<file path="config.mk">
export PLATFORM = sky130hd
export DESIGN_NAME = rosi_div
export DESIGN_NICKNAME = d
export VERILOG_FILES = /design/src/sv/rosi_pkg.sv /design/src/sv/rosi_div.sv
export SDC_FILE = /design/constraint.sdc
export NUM_CORES = 2
export LEC_CHECK = 0
export BUFFER_PORTS_ARGS = -buffer_cell sky130_fd_sc_hd__buf_4
export CORE_MARGIN = 5
export CORE_UTILIZATION = 40
export CTS_CLUSTER_SIZE = 14
export DETAILED_ROUTE_END_ITERATION = 16
export PLACE_DENSITY = 0.53
export SLEW_MARGIN = 20
export SYNTH_ARGS = -nofsm -noshare
export SYNTH_HDL_FRONTEND = slang
export SYNTH_SLANG_ARGS = --single-unit
export TNS_END_PERCENT = 10
</file>
<file path="constraint.sdc">
create_clock -name clk -period 12.17 [get_ports clk]
set_input_delay 0 -clock clk [delete_from_list [all_inputs] [get_ports clk]]
set_output_delay 0 -clock clk [all_outputs]
set_load 0.02 [all_outputs]
</file>
<file path="src/sv/rosi_pkg.sv">
// Shared constants, register codes and lane helpers for the ray / oriented box slab test.
// No dependencies; used by rosi_div and ray_obb_slab_intersect_top.
package rosi_pkg;

    localparam int CW      = 16;          // coordinate width, Q8.8
    localparam int REG_W   = 48;          // configuration register width
    localparam int IDX_W   = 3;           // configuration index width
    localparam int MAXD_W  = 15;          // max distance / hit distance width
    localparam int REL_W   = CW + 1;      // origin minus center
    localparam int P_W     = 2 * CW + 3;  // box-space origin, sum of three products
    localparam int Q_W     = 2 * CW + 2;  // box-space direction
    localparam int H_W     = 31;          // half extent scaled by 2^14, signed
    localparam int N_W     = P_W + 1;     // slab numerator before scaling
    localparam int LEN_W   = 24;          // direction length, Q.16
    localparam int LENS_W  = LEN_W + 1;   // length as a signed operand
    localparam int NUM1_W  = N_W + LENS_W;
    localparam int QW1     = 25;          // slab distance quotient bits (saturating)
    localparam int T_W     = QW1 + 1;
    localparam int TMIN_W  = 23;
    localparam int PD_W    = CW + TMIN_W + 1;
    localparam int PQ_W    = Q_W + TMIN_W + 1;
    localparam int QW2     = 32;          // hit point quotient bits
    localparam int LOC_W   = P_W + 1;
    localparam int BD_W    = LOC_W + 1;

    typedef enum logic [IDX_W-1:0] {
        REG_CENTER = 3'd0,
        REG_AXIS_X = 3'd1,
        REG_AXIS_Y = 3'd2,
        REG_AXIS_Z = 3'd3,
        REG_HALF   = 3'd4
    } reg_idx_t;

    localparam logic [REG_W-1:0] RST_CENTER = 48'h0000_0000_0000;
    localparam logic [REG_W-1:0] RST_AXIS_X = 48'h0000_0000_4000;
    localparam logic [REG_W-1:0] RST_AXIS_Y = 48'h0000_4000_0000;
    localparam logic [REG_W-1:0] RST_AXIS_Z = 48'h4000_0000_0000;
    localparam logic [REG_W-1:0] RST_HALF   = 48'h0000_0000_0000;

    // pipeline depth of rosi_div for a given quotient width
    function automatic int div_lat(input int qw);
        return qw + 3;
    endfunction

    function automatic logic signed [CW-1:0] lane_s(input logic [REG_W-1:0] r, input int k);
        return r[16*k +: 16];
    endfunction

endpackage

</file>
<file path="src/sv/rosi_div.sv">
// Pipelined signed divider, one quotient bit per stage, truncating toward zero.
// Saturates the quotient magnitude to QW bits. Uses rosi_pkg only for parameter defaults.
module rosi_div #(
    parameter int NW = rosi_pkg::NUM1_W,
    parameter int DW = rosi_pkg::Q_W,
    parameter int QW = rosi_pkg::QW1
) (
    input  logic                 clk,
    input  logic                 en,
    input  logic signed [NW-1:0] num,
    input  logic signed [DW-1:0] den,
    output logic signed [QW:0]   quo
);

    localparam int RW = (NW > DW + QW) ? NW : DW + QW;

    logic [NW-1:0] a_num_reg;
    logic [DW-1:0] a_den_reg;
    logic          a_neg_reg;
    logic [NW-1:0] b_num_reg;
    logic [DW-1:0] b_den_reg;
    logic          b_neg_reg;
    logic          b_ovf_reg;

    logic [RW-1:0] rem_reg  [QW];
    logic [QW-1:0] qt_reg   [QW];
    logic [DW-1:0] dv_reg   [QW];
    logic          ng_reg   [QW];
    logic          ov_reg   [QW];
    logic [RW-1:0] rem_next [QW];
    logic [QW-1:0] qt_next  [QW];
    logic signed [QW:0] quo_reg;
    logic signed [QW:0] quo_next;

    logic [NW-1:0] nu;
    logic [DW-1:0] du;

    assign nu = num;
    assign du = den;

    always_comb
    begin
        logic [RW-1:0] rin;
        logic [QW-1:0] qin;
        logic [RW-1:0] sub;
        logic [QW-1:0] qv;
        for (int j = 0; j < QW; j++)
        begin
            rin = (j == 0) ? RW'(b_num_reg) : rem_reg[j-1];
            qin = (j == 0) ? '0 : qt_reg[j-1];
            sub = RW'((j == 0) ? b_den_reg : dv_reg[j-1]) << (QW - 1 - j);
            if (rin >= sub)
            begin
                rem_next[j] = rin - sub;
                qt_next[j]  = qin | (QW'(1) << (QW - 1 - j));
            end
            else
            begin
                rem_next[j] = rin;
                qt_next[j]  = qin;
            end
        end
        qv = ov_reg[QW-1] ? {QW{1'b1}} : qt_reg[QW-1];
        quo_next = ng_reg[QW-1] ? -$signed({1'b0, qv}) : $signed({1'b0, qv});
    end

    always_ff @(posedge clk)
    begin
        if (en)
        begin
            a_num_reg <= nu[NW-1] ? (~nu + NW'(1)) : nu;
            a_den_reg <= du[DW-1] ? (~du + DW'(1)) : du;
            a_neg_reg <= nu[NW-1] ^ du[DW-1];
            b_num_reg <= a_num_reg;
            b_den_reg <= a_den_reg;
            b_neg_reg <= a_neg_reg;
            b_ovf_reg <= RW'(a_num_reg) >= (RW'(a_den_reg) << QW);
            for (int j = 0; j < QW; j++)
            begin
                rem_reg[j] <= rem_next[j];
                qt_reg[j]  <= qt_next[j];
                dv_reg[j]  <= (j == 0) ? b_den_reg : dv_reg[j-1];
                ng_reg[j]  <= (j == 0) ? b_neg_reg : ng_reg[j-1];
                ov_reg[j]  <= (j == 0) ? b_ovf_reg : ov_reg[j-1];
            end
            quo_reg <= quo_next;
        end
    end

    assign quo = quo_reg;

endmodule
</file>
-- Yosys cells after proc, flatten, opt, wreduce, memory -nomap -nowiden
Memories as Yosys holds them, arrays and structs flattened.
Cells that the tools add are included.
Widths: inputs -> output; s select.
- memory bits (writable): 3050
- logic and storage cells: 129
- output and inout bits: 26
- bits in registers: 219
- memories: 5
- input port bits: 97
- muxes and demuxes: 56
- bitwise gates (word level): 3
- order comparisons: 26
- $add $sub $neg: 28
- memories (memory ; depth ; bits a word ; rd ports ; clocked after memory_dff ; wr ports ; RTL line ; text):
    rem_reg ; 25 ; 61 ; 24 ; 0 ; 25 ; rosi_div.sv:25 ; logic [RW-1:0] rem_reg [QW];
    dv_reg ; 25 ; 34 ; 24 ; 0 ; 25 ; rosi_div.sv:27 ; logic [DW-1:0] dv_reg [QW];
    qt_reg ; 25 ; 25 ; 25 ; 0 ; 25 ; rosi_div.sv:26 ; logic [QW-1:0] qt_reg [QW];
    ng_reg ; 25 ; 1 ; 25 ; 0 ; 25 ; rosi_div.sv:28 ; logic ng_reg [QW];
    ov_reg ; 25 ; 1 ; 25 ; 0 ; 25 ; rosi_div.sv:29 ; logic ov_reg [QW];
- operator list (cell ; count):
    $mux 61 ; 25
    $mux 25 ; 3
    $add 61x1->61 const B ; 1
    $ge 61x34->1 ; 1
    $ge 61x35->1 ; 1
    $ge 61x36->1 ; 1
    $ge 61x37->1 ; 1
    $ge 61x38->1 ; 1
    $ge 61x39->1 ; 1
    $ge 61x40->1 ; 1
    $ge 61x41->1 ; 1
    $ge 61x42->1 ; 1
    $ge 61x43->1 ; 1
    $ge 61x44->1 ; 1
    $ge 61x45->1 ; 1
    $ge 61x46->1 ; 1
    $ge 61x47->1 ; 1
    $ge 61x48->1 ; 1
    $ge 61x49->1 ; 1
    $ge 61x50->1 ; 1
    $ge 61x51->1 ; 1
    $ge 61x52->1 ; 1
    $ge 61x53->1 ; 1
    $ge 61x54->1 ; 1
    other kinds (61) ; 63

-- Depth between registers and ports, before layout
An unclocked memory read counts as a cell.
- word-level depth: 4
- depth in mapped cells: 16

-- Least setup slack after synthesis
No wires, ideal clock.
- kind: register -> register
- start point: mem rem_reg[1][375] (netlist bit)
- end point: mem rem_reg[1][480] (netlist bit), data pin
- library setup time: 0.258 ns
- path slack: 8.018 ns
- required time: 11.912 ns
- stages on the path, launching flop included: 15
- buffers on the path: 0
- period minus slack after synthesis: 4.152 ns
- data arrival time: 3.894 ns
- cells stage by stage: edfxtp_1 inv_1 ha_1 inv_1 fa_1 a211oi_1 o211ai_1 a311oi_1 a21oi_1 a2111oi_0 nor3_1 o21a_1 o21ai_1 or3b_2 xnor2_1
- RTL lines (item ; RTL line):
    start, declared ; rosi_div.sv:25

==> results.py <==
metrics = {
    "timing": {
        "rsz0062_at_grt": "false",
        "min_period_over_period_pct": 44.2,
        "setup_tns_ns": 0,
        "slew-limit-headroom_pct": 16.6,
        "max_freq_ghz": 0.186,
        "tightest_slew_ns": 1.25,
        "drv_slew": 0,
        "hold_viol": 0,
        "finClkSkew_ns": 0.0663,
        "setup-violations-final": 0,
        "final.min_clock_period_ns": 5.38,
        "hold_ws_ns": 0.178,
    },
    "hold_path": {
        "hold_path.startpoint": "num[0]",
        "hold_path_class": "in2reg",
    },
    "final_layout": {
        "largest_reg_flops": 1464,
        "mostFrequentLayoutCells": "edfxtp_1 (2874), a21oi_1 (1196), inv_1 (1115), nand2_1 (1039), o21ai_0 (925)",
        "drive_gt1_share_pct": 6.55,
        "syn_to_final_growth_pct": 12.9,
        "layout_commonest_cell": "edfxtp_1",
        "nets": 15240,
        "finalNonFillerCells": 19679,
    },
    "route": {
        "first_iter_violations": 8209,
        "routed_wl_mm": 403,
        "wl_per_cell_um": 20.5,
        "vias": 106058,
        "vias_per_cell": 5.39,
        "route.detailed.drc": 0,
        "drt_first_pass_iters": 6,
        "antenna_left": 0,
    },
    "synthesis": {
        "ys_seq_elements": 2874,
        "yosysTopAreaCell": "edfxtp_1",
        "synth_fp_nets": 14876,
        "ys_top_cells_by_area": "edfxtp_1 (56%), ha_1 (7.1%), xnor2_1 (4.0%)",
        "ys.flop_type": "edfxtp_1",
        "synthCells": 13868,
        "ys_seq_area_share_pct": 55.6,
        "async_reset_ff_share_pct": 0,
        "yosysWarnings": 0,
        "yosysTopAreaCellShare_pct": 55.6,
        "synth-edff-count": 2874,
        "netlist_area_um2": 155000,
        "avgSynthCellArea_um2": 11.2,
        "yosysUniqueCellTypes": 92,
    },
    "cts": {
        "clock_sinks": 2874,
        "htree_levels": 5,
        "cts_tree": "done",
        "cts_buffers": 326,
        "cts_max_path_buffers": 4,
        "clock_latency_ns": 0.93,
        "postCtsHoldBufs": 279,
        "clk_pin_slew_ns": 0.06,
        "ctsResizeCount": 0,
        "post_cts_buffers": 0,
        "root_buffer": "clkbuf_16",
    },
    "critical_path": {
        "cp_max_fo": 71,
        "cp.arrival_ns": 5.99,
        "path_class": "reg2reg",
        "setup.worst_path.end_class": "register",
        "crit_path_start": "rem_reg[1][375]",
        "worstReg2RegStart": "rem_reg[1][375]",
        "cp.required_ns": 12.78,
        "cp-start-kind": "register",
    },
    "placement": {
        "dp.cells": 18800,
        "port_buffers": 122,
        "gp_congestion": 0.912,
        "dpl.hpwl_mm": 303,
    },
    "floorplan": {
        "ios": 123,
        "start_util_pct": 40.2,
        "die_w_um": 633,
        "fp-row-count": 228,
        "coreArea_um2": 386000,
        "die_area_um2": 401000,
        "die_h_um": 633,
    },
    "grt": {
        "antenna_found_initial": 11,
        "grt_max_degree": 188,
        "grt_use_total_pct": 19.4,
        "grt_pass1_wl_mm": 614,
        "grt_pass1_vias": 102078,
        "grt_overflow": 0,
    },
    "power_and_ir_drop": {
        "powerDensity_nw_per_um2": 231,
        "ir_drop_mv": 0.155,
        "total_power_uw": 40500,
        "p_leak_uw": 0.0667,
    },
    "job": {
        "cap_violations": 0,
    },
    "status": {
        "status": "completed",
    },
}
## cell families (layout without fill, tap and decap cells)
group / after synthesis / in the layout / share of synthesized area [%]
AND/OR/NAND/NOR: 3735 / 3735 / 12.0
AO/OA/AOI/OAI: 3514 / 3514 / 13.8
flip-flops: 2874 / 2874 / 55.6
buffers and inverters: 1557 / 2189 / 3.77
XOR/XNOR: 1141 / 1141 / 6.44
adder cells (fa/ha/maj): 911 / 911 / 7.46
multiplexers: 136 / 136 / 0.981
other: 0 / 4 / 0
## layer usage
metal,vias up,share of wire [%],GRT usage (%)
met1,51365,44,26.1
li1,52033,-,-
met5,-,0,0
met4,0,2.4,4.46
met2,2182,49,33.6
met3,478,4.4,2.34
## worst max-delay path: stages (launching register included)
cell and delay, ns:
edfxtp_1 0.39, inv_1 0.08, ha_1 0.18, inv_1 0.06, fa_1 0.42, a211oi_1 0.38, o211ai_1 0.21, a311oi_1 0.49
a21oi_1 0.29, a2111oi_1 0.75, nor3_1 0.18, a31o_2 0.32, nor2_1 0.45, inv_2 0.05, buf_4 0.36, nand2_1 0.23
nor4b_1 0.09, xor2_1 0.15
## where the power goes
part / total (µW) / switching, µW / internal (µW)
combinational: 15300 / 8980 / 6280
sequential: 15400 / 1610 / 13800
clock: 9750 / 4010 / 5740
total: 40500 / 14600 / 25800
## cell usage after synthesis, types with 72 or more instances
| cell type | n |
|---|---|
| a211oi_1 | 88 |
| a21o_1 | 467 |
| a21oi_1 | 1197 |
| a31oi_1 | 89 |
| and3_1 | 101 |
| clkbuf_1 | 404 |
| edfxtp_1 | 2874 |
| ha_1 | 887 |
| inv_1 | 1116 |
| mux2_2 | 130 |
| nand2_1 | 1040 |
| nand2b_1 | 151 |
| nand3_1 | 259 |
| nand4_1 | 253 |
| nor2_1 | 882 |
| nor2b_1 | 127 |
| nor3_1 | 227 |
| nor4_1 | 194 |
| o21a_1 | 93 |
| o21ai_0 | 927 |
| o21bai_1 | 117 |
| o31ai_1 | 94 |
| or3_1 | 101 |
| or4_1 | 72 |
| xnor2_1 | 703 |
| xor2_1 | 438 |
## path summary, 6_finish.rpt
kind | slack, ns | cells past startpoint | endpoint
hold reg to reg | 0.39 | 0 | qt_reg[0][362]
setup reg to reg | 6.79 | 17 | rem_reg[1][477]
setup / recovery | 6.79 | 17 | rem_reg[1][477]
hold / removal | 0.18 | 6 | a_num_reg[1]
## metrics by stage
stage	util [%]	cell area [µm²]	setup slack, ns
2_1_floorplan	-	155000	8.02
3_5_place_dp	41.9	162000	6.64
4_1_cts	45.4	175000	6.64
5_1_grt	45.4	175000	6.26
3_3_place_gp	41.9	162000	6.62
6_report	45.4	175000	6.79
## area by class of cell
class	count	area [µm²]
clock inverters	210	2120
inverters	1121	4210
well taps	5175	6470
multi-input cells	9437	63400
diodes	4	10.0
flip-flops and latches	2874	86300
clock buffers	386	8450
fillers	35837	211000
repair buffers	472	4400
Power figures use the tool's default switching activity.
